## config.mk

```make
export PLATFORM = sky130hd
export DESIGN_NAME = rgb_to_hsl_converter_flat
export DESIGN_NICKNAME = d
export VERILOG_FILES = /design/src/rtl/rgbhsl_pkg.sv /design/src/rtl/rgbhsl_if.sv /design/src/rtl/rgb_to_hsl_converter.sv /design/src/flat_wrapper.sv
export SDC_FILE = /design/constraint.sdc
export NUM_CORES = 1
export LEC_CHECK = 0
export BUFFER_PORTS_ARGS = -buffer_cell sky130_fd_sc_hd__buf_2
export CAP_MARGIN = 25
export CORE_MARGIN = 2
export CORE_UTILIZATION = 45
export CTS_BUF_LIST = sky130_fd_sc_hd__clkbuf_4 sky130_fd_sc_hd__clkbuf_8
export DETAILED_ROUTE_END_ITERATION = 16
export GPL_TIMING_DRIVEN = 0
export HOLD_SLACK_MARGIN = 0.02
export PLACE_DENSITY_LB_ADDON = 0.15
export SKIP_CTS_REPAIR_TIMING = 1
export SLEW_MARGIN = 0
export SYNTH_ARGS = -nofsm -noshare
export SYNTH_HDL_FRONTEND = slang
export SYNTH_SLANG_ARGS = --single-unit
```

## constraint.sdc

```tcl
create_clock -name clk_i -period 9.6 [get_ports clk_i]
set_input_delay 0.48 -clock clk_i [delete_from_list [all_inputs] [get_ports clk_i]]
set_output_delay 0.48 -clock clk_i [all_outputs]
set_load 0.05 [all_outputs]
```

## src/rtl/rgbhsl_pkg.sv

```systemverilog
// package with widths, codes, pipeline types and the long division step for the rgb to hsl block
package rgbhsl_pkg;

  localparam int unsigned HUE_FRAC_BITS_DEF = 6;

  localparam int unsigned CH_W  = 8;
  localparam int unsigned HUE_W = 15;
  localparam int unsigned SAT_W = 16;
  localparam int unsigned LIT_W = 9;

  localparam int unsigned QUO_W           = 16;
  localparam int unsigned DIV_STAGES      = 4;
  localparam int unsigned STEPS_PER_STAGE = QUO_W / DIV_STAGES;
  localparam int unsigned DVD_W           = CH_W + QUO_W;

  localparam int unsigned SAT_SCALE   = 65535;
  localparam int unsigned LIT_FULL    = 510;
  localparam int unsigned CH_FULL     = 255;
  localparam int unsigned HUE_SECTOR  = 60;
  localparam int unsigned HUE_GREEN   = 120;
  localparam int unsigned HUE_BLUE    = 240;
  localparam int unsigned HUE_WRAP    = 360;

  typedef enum logic [2:0] {
    SEC_RED   = 3'b001,
    SEC_GREEN = 3'b010,
    SEC_BLUE  = 3'b100
  } sector_e;

  typedef struct packed {
    logic [CH_W-1:0]  divisor;
    logic [CH_W-1:0]  rem;
    logic [QUO_W-1:0] bits;
  } div_t;

  typedef struct packed {
    logic [CH_W-1:0]   mx;
    logic [CH_W-1:0]   mn;
    sector_e           sec;
    logic signed [CH_W:0] diff;
  } ext_t;

  typedef struct packed {
    sector_e          sec;
    logic             neg;
    logic             gray;
    logic [LIT_W-1:0] sum;
    div_t             sat;
    div_t             hue;
  } work_t;

  // restoring division, one quotient bit per step, dividend bits shift out as quotient shifts in
  function automatic div_t div_steps(div_t din);
    div_t          dv;
    logic [CH_W:0] part;
    dv = din;
    for (int i = 0; i < STEPS_PER_STAGE; i++) begin
      part = {dv.rem, dv.bits[QUO_W-1]};
      if (part >= {1'b0, dv.divisor}) begin
        part    = part - {1'b0, dv.divisor};
        dv.bits = {dv.bits[QUO_W-2:0], 1'b1};
      end else begin
        dv.bits = {dv.bits[QUO_W-2:0], 1'b0};
      end
      dv.rem = part[CH_W-1:0];
    end
    return dv;
  endfunction

endpackage

```

## src/rtl/rgbhsl_if.sv

```systemverilog
// valid/ready channel interfaces for rgb pixel beats and hsl result beats
interface rgbhsl_pix_if;
  logic                        valid;
  logic                        ready;
  logic [rgbhsl_pkg::CH_W-1:0] red;
  logic [rgbhsl_pkg::CH_W-1:0] green;
  logic [rgbhsl_pkg::CH_W-1:0] blue;

  modport source (output valid, red, green, blue, input ready);
  modport sink   (input valid, red, green, blue, output ready);
endinterface

interface rgbhsl_hsl_if;
  logic                         valid;
  logic                         ready;
  logic [rgbhsl_pkg::HUE_W-1:0] hue;
  logic [rgbhsl_pkg::SAT_W-1:0] saturation;
  logic [rgbhsl_pkg::LIT_W-1:0] lightness;

  modport source (output valid, hue, saturation, lightness, input ready);
  modport sink   (input valid, hue, saturation, lightness, output ready);
endinterface

```

## src/rtl/rgb_to_hsl_converter.sv

```systemverilog
// rgb to hsl converter top level, seven stage pipeline
// each pixel beat leaves as a result beat, with the result held in the output register
// one pixel per clock unless stalled; the two long divisions retire 4 quotient bits per stage
// a stall holds each occupied stage; empty stages keep filling behind it
// reset clears only the stage valid bits, payload registers are not reset
module rgb_to_hsl_converter #(
  parameter int unsigned HUE_FRAC_BITS = rgbhsl_pkg::HUE_FRAC_BITS_DEF
) (
  input  logic                clk_i,
  input  logic                rst_ni,
  rgbhsl_pix_if.sink          pix_i,
  rgbhsl_hsl_if.source        hsl_o
);

  localparam int unsigned NStg      = 3 + rgbhsl_pkg::DIV_STAGES;
  localparam int unsigned OutStg    = NStg - 1;
  localparam int unsigned HueStep   = rgbhsl_pkg::HUE_SECTOR << HUE_FRAC_BITS;
  localparam int unsigned HueAccRaw = $clog2((rgbhsl_pkg::HUE_WRAP << HUE_FRAC_BITS) + 1);
  localparam int unsigned HueAccW   = (HueAccRaw > rgbhsl_pkg::HUE_W) ? HueAccRaw
                                                                      : rgbhsl_pkg::HUE_W;
  localparam int unsigned DvdW      = rgbhsl_pkg::DVD_W;
  localparam int unsigned ChW       = rgbhsl_pkg::CH_W;
  localparam int unsigned QuoW      = rgbhsl_pkg::QUO_W;
  localparam int unsigned LitW      = rgbhsl_pkg::LIT_W;

  logic [NStg:0]   adv;
  logic [NStg-1:0] valid_q;
  logic [NStg-1:0] valid_d;

  rgbhsl_pkg::ext_t  ext_d;
  rgbhsl_pkg::ext_t  ext_q;
  rgbhsl_pkg::work_t work_d [0:rgbhsl_pkg::DIV_STAGES];
  rgbhsl_pkg::work_t work_q [0:rgbhsl_pkg::DIV_STAGES];

  logic [rgbhsl_pkg::HUE_W-1:0] hue_d, hue_q;
  logic [rgbhsl_pkg::SAT_W-1:0] sat_d, sat_q;
  logic [LitW-1:0]              lit_d, lit_q;

  // stage ready chain
  always_comb begin
    adv[NStg] = hsl_o.ready;
    for (int k = NStg - 1; k >= 0; k--) begin
      adv[k] = !valid_q[k] || adv[k+1];
    end
  end

  assign pix_i.ready = adv[0];

  always_comb begin
    for (int k = 0; k < NStg; k++) begin
      if (adv[k]) begin
        valid_d[k] = (k == 0) ? pix_i.valid : valid_q[(k == 0) ? 0 : k - 1];
      end else begin
        valid_d[k] = valid_q[k];
      end
    end
  end

  always_ff @(posedge clk_i or negedge rst_ni) begin
    if (!rst_ni) begin
      valid_q <= '0;
    end else begin
      valid_q <= valid_d;
    end
  end

  // stage 0: max, min and sector
  always_comb begin
    ext_d.mx = pix_i.red;
    ext_d.mn = pix_i.red;
    if (pix_i.green > ext_d.mx) ext_d.mx = pix_i.green;
    if (pix_i.blue > ext_d.mx) ext_d.mx = pix_i.blue;
    if (pix_i.green < ext_d.mn) ext_d.mn = pix_i.green;
    if (pix_i.blue < ext_d.mn) ext_d.mn = pix_i.blue;
    priority if (ext_d.mx == pix_i.red) begin
      ext_d.sec  = rgbhsl_pkg::SEC_RED;
      ext_d.diff = $signed({1'b0, pix_i.green}) - $signed({1'b0, pix_i.blue});
    end else if (ext_d.mx == pix_i.green) begin
      ext_d.sec  = rgbhsl_pkg::SEC_GREEN;
      ext_d.diff = $signed({1'b0, pix_i.blue}) - $signed({1'b0, pix_i.red});
    end else begin
      ext_d.sec  = rgbhsl_pkg::SEC_BLUE;
      ext_d.diff = $signed({1'b0, pix_i.red}) - $signed({1'b0, pix_i.green});
    end
  end

  always_ff @(posedge clk_i) begin
    if (adv[0]) begin
      ext_q <= ext_d;
    end
  end

  // stage 1: spread, denominator and dividends, then the division stages behind it
  logic [LitW-1:0] sum_c;
  logic [LitW-1:0] rsum_c;
  logic [ChW-1:0]  spread_c;
  logic [ChW-1:0]  den_c;
  logic [ChW:0]    negd_c;
  logic [ChW-1:0]  mag_c;
  logic [DvdW-1:0] sat_dvd_c;
  logic [DvdW-1:0] hue_dvd_c;

  always_comb begin
    sum_c     = LitW'(ext_q.mx) + LitW'(ext_q.mn);
    rsum_c    = LitW'(rgbhsl_pkg::LIT_FULL) - sum_c;
    spread_c  = ext_q.mx - ext_q.mn;
    den_c     = (sum_c <= LitW'(rgbhsl_pkg::CH_FULL)) ? sum_c[ChW-1:0] : rsum_c[ChW-1:0];
    negd_c    = -ext_q.diff;
    mag_c     = ext_q.diff[ChW] ? negd_c[ChW-1:0] : ext_q.diff[ChW-1:0];
    sat_dvd_c = DvdW'(spread_c) * DvdW'(rgbhsl_pkg::SAT_SCALE);
    hue_dvd_c = DvdW'(mag_c) * DvdW'(HueStep);

    work_d[0].sec         = ext_q.sec;
    work_d[0].neg         = ext_q.diff[ChW];
    work_d[0].gray        = (spread_c == '0);
    work_d[0].sum         = sum_c;
    work_d[0].sat.divisor = den_c;
    work_d[0].sat.rem     = sat_dvd_c[DvdW-1:QuoW];
    work_d[0].sat.bits    = sat_dvd_c[QuoW-1:0];
    work_d[0].hue.divisor = spread_c;
    work_d[0].hue.rem     = hue_dvd_c[DvdW-1:QuoW];
    work_d[0].hue.bits    = hue_dvd_c[QuoW-1:0];

    for (int j = 1; j <= rgbhsl_pkg::DIV_STAGES; j++) begin
      work_d[j]     = work_q[j-1];
      work_d[j].sat = rgbhsl_pkg::div_steps(work_q[j-1].sat);
      work_d[j].hue = rgbhsl_pkg::div_steps(work_q[j-1].hue);
    end
  end

  always_ff @(posedge clk_i) begin
    for (int j = 0; j <= rgbhsl_pkg::DIV_STAGES; j++) begin
      if (adv[1+j]) begin
        work_q[j] <= work_d[j];
      end
    end
  end

  // last stage: hue from sector base, output register
  rgbhsl_pkg::work_t fin;
  logic [HueAccW-1:0] base_c;
  logic [HueAccW-1:0] hue_full_c;

  always_comb begin
    fin = work_q[rgbhsl_pkg::DIV_STAGES];
    unique case (fin.sec)
      rgbhsl_pkg::SEC_RED:   base_c = fin.neg ? HueAccW'(rgbhsl_pkg::HUE_WRAP) : '0;
      rgbhsl_pkg::SEC_GREEN: base_c = HueAccW'(rgbhsl_pkg::HUE_GREEN);
      rgbhsl_pkg::SEC_BLUE:  base_c = HueAccW'(rgbhsl_pkg::HUE_BLUE);
      default:               base_c = '0;
    endcase
    base_c = base_c << HUE_FRAC_BITS;
    if (fin.neg) begin
      hue_full_c = base_c - HueAccW'(fin.hue.bits) - HueAccW'(fin.hue.rem != '0);
    end else begin
      hue_full_c = base_c + HueAccW'(fin.hue.bits);
    end
    hue_d = fin.gray ? '0 : hue_full_c[rgbhsl_pkg::HUE_W-1:0];
    sat_d = fin.gray ? '0 : fin.sat.bits;
    lit_d = fin.sum;
  end

  always_ff @(posedge clk_i) begin
    if (adv[OutStg]) begin
      hue_q <= hue_d;
      sat_q <= sat_d;
      lit_q <= lit_d;
    end
  end

  assign hsl_o.valid      = valid_q[OutStg];
  assign hsl_o.hue        = hue_q;
  assign hsl_o.saturation = sat_q;
  assign hsl_o.lightness  = lit_q;

`ifndef NO_ASSERTIONS
  a_accept_lands : assert property (@(posedge clk_i) disable iff (!rst_ni)
    (pix_i.valid && pix_i.ready) |=> valid_q[0])
    else $error("accepted pixel beat did not enter the first stage");

  a_gray_hue : assert property (@(posedge clk_i) disable iff (!rst_ni)
    (hsl_o.valid && (hsl_o.saturation == '0)) |-> (hsl_o.hue == '0))
    else $error("zero saturation with nonzero hue");

  a_sat_light : assert property (@(posedge clk_i) disable iff (!rst_ni)
    (hsl_o.valid && (hsl_o.saturation != '0)) |->
      ((hsl_o.lightness != '0) && (hsl_o.lightness != LitW'(rgbhsl_pkg::LIT_FULL))))
    else $error("saturated result at black or white lightness");

  a_hue_range : assert property (@(posedge clk_i) disable iff (!rst_ni)
    hsl_o.valid |-> ((HUE_FRAC_BITS > 6) ||
      (32'(hsl_o.hue) < (rgbhsl_pkg::HUE_WRAP << HUE_FRAC_BITS))))
    else $error("hue at or above full circle");
`endif

endmodule
```

## src/flat_wrapper.sv

```systemverilog
// flat-port wrapper written by rule: the top's interface ports become plain ports
module rgb_to_hsl_converter_flat 
#(
  parameter int unsigned HUE_FRAC_BITS = rgbhsl_pkg::HUE_FRAC_BITS_DEF
)
  (clk_i, rst_ni, pix_i_valid, pix_i_red, pix_i_green, pix_i_blue, pix_i_ready, hsl_o_valid, hsl_o_hue, hsl_o_saturation, hsl_o_lightness, hsl_o_ready);
  rgbhsl_pix_if pix_i_i ();
  rgbhsl_hsl_if hsl_o_i ();
  input  logic clk_i;
  input  logic rst_ni;
  input wire logic [$bits(pix_i_i.valid)-1:0] pix_i_valid;
  input wire logic [$bits(pix_i_i.red)-1:0] pix_i_red;
  input wire logic [$bits(pix_i_i.green)-1:0] pix_i_green;
  input wire logic [$bits(pix_i_i.blue)-1:0] pix_i_blue;
  output wire logic [$bits(pix_i_i.ready)-1:0] pix_i_ready;
  output wire logic [$bits(hsl_o_i.valid)-1:0] hsl_o_valid;
  output wire logic [$bits(hsl_o_i.hue)-1:0] hsl_o_hue;
  output wire logic [$bits(hsl_o_i.saturation)-1:0] hsl_o_saturation;
  output wire logic [$bits(hsl_o_i.lightness)-1:0] hsl_o_lightness;
  input wire logic [$bits(hsl_o_i.ready)-1:0] hsl_o_ready;
  assign pix_i_i.valid = pix_i_valid;
  assign pix_i_i.red = pix_i_red;
  assign pix_i_i.green = pix_i_green;
  assign pix_i_i.blue = pix_i_blue;
  assign pix_i_ready = pix_i_i.ready;
  assign hsl_o_valid = hsl_o_i.valid;
  assign hsl_o_hue = hsl_o_i.hue;
  assign hsl_o_saturation = hsl_o_i.saturation;
  assign hsl_o_lightness = hsl_o_i.lightness;
  assign hsl_o_i.ready = hsl_o_ready;
  rgb_to_hsl_converter #(.HUE_FRAC_BITS(HUE_FRAC_BITS)) u_core (.clk_i(clk_i), .rst_ni(rst_ni), .pix_i(pix_i_i), .hsl_o(hsl_o_i));
endmodule
```

==> results.ini <==
[sta]
slew_viol_final = 0
period_share = 0.951
maxSlewHeadroom = 0.112
min_period_ns = 9.13
max_slew.worst_pin.slew_ns = 1.30
finClkSkew_ns = 0.0493
hold_violations = 0
setup_viol = 0
fmax_ghz = 0.110
setup_ws_ns = 0.473
hold_slack_ns = 0.142

[critical_path]
critical_path_class = flop to flop
r2r_setup_slack_ns = 0.47
r2r-end = u_core.work_q[0][173]
cp.required_ns = 9.96
critPathMostFrequentCell = a21oi_1
start_kind = flop
worstSetupEndpoint = u_core.work_q[0][173]
reg2reg_depth = 40
worstPathArrival_ns = 9.49
end_kind = flop
startpoint = u_core.work_q[0][103]
critPathMaxFanout = 10
crit_slowest_cell = edfxtp_1
r2r_start = u_core.work_q[0][103]
crit_path_max_incr_delay_ns = 0.42

[die]
core_um2 = 70100
die_h_um = 270
rows = 97
num_io_pins = 70
initial_core_util = 0.455
die_w_um = 270
dieArea_um2 = 73100

[synthesis]
synth_cells = 3118
synth.area.top_cells = edfxtp_1, ha_1, fa_1
synth-edff-count = 386
avgSynthCellArea_um2 = 10.2
seq_area_frac_synth = 0.369
synth_nets = 3606
async_reset_ff_frac = 0.0178
yosys.area.top_type_share = 0.363
syn-cell-area_um2 = 31900
ys_warn_count = 0
synth_cell_type_count = 97
synth_area_leader_cell = edfxtp_1
yosys_most_used_dff = edfxtp_1
synth_seq_cells = 393

[detailed_routing]
totalWireLength_mm = 74.3
avgRoutedWirePerCell_um = 17.4
drc_errors = 0
num_vias = 23736
avgViaCountPerCell = 5.56
antenna_left = 0
drtIter0Drc = 1435
firstDrtPassIters = 5

[clock_tree]
clock-sinks = 393
clock_path_buffers = 3
clkTransAtPathRegs_ns = 0.06
cts.htree.levels = 3
numCtsBuffers = 69
cts_root_buf = clkbuf_8
insertion_delay_ns = 0.66
cts_tree = yes

[cells_and_area]
final_area_um2 = 35300
fin_util = 0.503
synthToLayoutAreaGrowth_pct = 10.6
drive_above_1_share = 0.116
final_cell_mix = ha_1, edfxtp_1, inv_1, nor2_1, a21oi_1
fillCellCount = 6475
seq_area_um2 = 11800
multiInputGateArea_um2 = 19000
nets = 3766
mostFrequentLayoutCell = ha_1

[global_route]
grt_pass1_wl_mm = 121
grt_pass1_vias = 23819
globalRouteTotalUtil = 0.202
antenna_found_initial = 3
grt_overflow = 0
grt_max_degree = 68

[place]
io_buffer_count = 69
dp_hpwl_mm = 58.1
placed_area_um2 = 33600
globalplace.congestion = 0.907
dp_slack_ns = -0.889

[outcome]
status = complete, no violations

[min_path]
min_path_type = input pin to flop

[run]
max_cap_violations = 0

cells by family (layout without fill, tap and decap cells):
family          Yosys count  count (layout)  synth area share
compound gates          714             714             0.149
xor+xnor                229             229            0.0628
fa+ha+maj               460             460             0.197
buf+inv                 365             578            0.0436
flops                   393             393             0.369
mux                     149             149            0.0508
other cells               0               1                 0
simple gates            808             808             0.127
critical path, delay by kind of cell, from the launching register on:
kind            cells  cell delay [ns]
compound gates     21             4.98
fa+ha+maj           4             1.17
buf+inv             7             1.15
simple gates        8             1.15
flops               1             0.42
through the flow:
stage / std cells / TNS, ns
global route: 4272 / -0.148
detailed placement: 4131 / -9.11
finish: 4272 / 0
CTS: 4255 / -10.27
global placement: 4127 / -6.52
floorplan: 3118 / 0
layer usage:
| metal | vias up | share of wire | global-route usage |
|---|---|---|---|
| met4 | 2 | 0.031 | 0.0755 |
| met5 | - | 0.00018 | 0 |
| met3 | 147 | 0.041 | 0.0276 |
| li1 | 11707 | - | - |
| met2 | 552 | 0.46 | 0.326 |
| met1 | 11328 | 0.47 | 0.276 |
flip-flops by register name, indices dropped and copies added (netlist names):
signal,flops
u_core.hsl_o.saturation,16
u_core.valid_q,7
u_core.hsl_o.hue,15
u_core.ext_q,28
u_core.hsl_o.lightness,9
u_core.work_q,318
worst min-delay path by stage:
stage / start / to / slack, ns / depth (start not counted)
6_report: pix_i_valid / u_core.valid_q[0] / 0.14 / 2
5_1_grt: pix_i_valid / u_core.valid_q[0] / 0.11 / 2
4_1_cts: rst_ni / u_core.valid_q[5] / -0.39 / 1
3_5_place_dp: rst_ni / u_core.valid_q[1] / 0.33 / 1
3_3_place_gp: rst_ni / u_core.valid_q[0] / 0.32 / 1
2_1_floorplan: rst_ni / u_core.valid_q[0] / 0.18 / 0
cells in the mapped netlist, types with 26 or more instances:
master and number:
nor3_1 82, edfxtp_1 386, nand4_1 39, xor2_1 77, nand2_1 139, o21bai_1 29
a21o_1 55, nor2b_1 78, mux2i_1 62, o21a_1 66, a21oi_1 191, ha_1 387
o21ai_0 144, inv_1 325, and2_1 26, nor2_1 223, fa_1 73, mux2_2 79
nand3_1 53, nand2b_1 55, xnor2_1 152
layout make-up:
cell class	instances	area share
diodes	1	0.0000709
plain buffers	29	0.00393
clock buffers	98	0.0336
clock inverters	26	0.00772
inverters	334	0.0357
multi-input cells	2360	0.537
flip-flops and latches	393	0.333
well taps	940	0.0333
repair buffers	91	0.0158
Power is not shown: default switching activity piles up to over one toggle a cycle in this logic, so the estimate is an artifact.
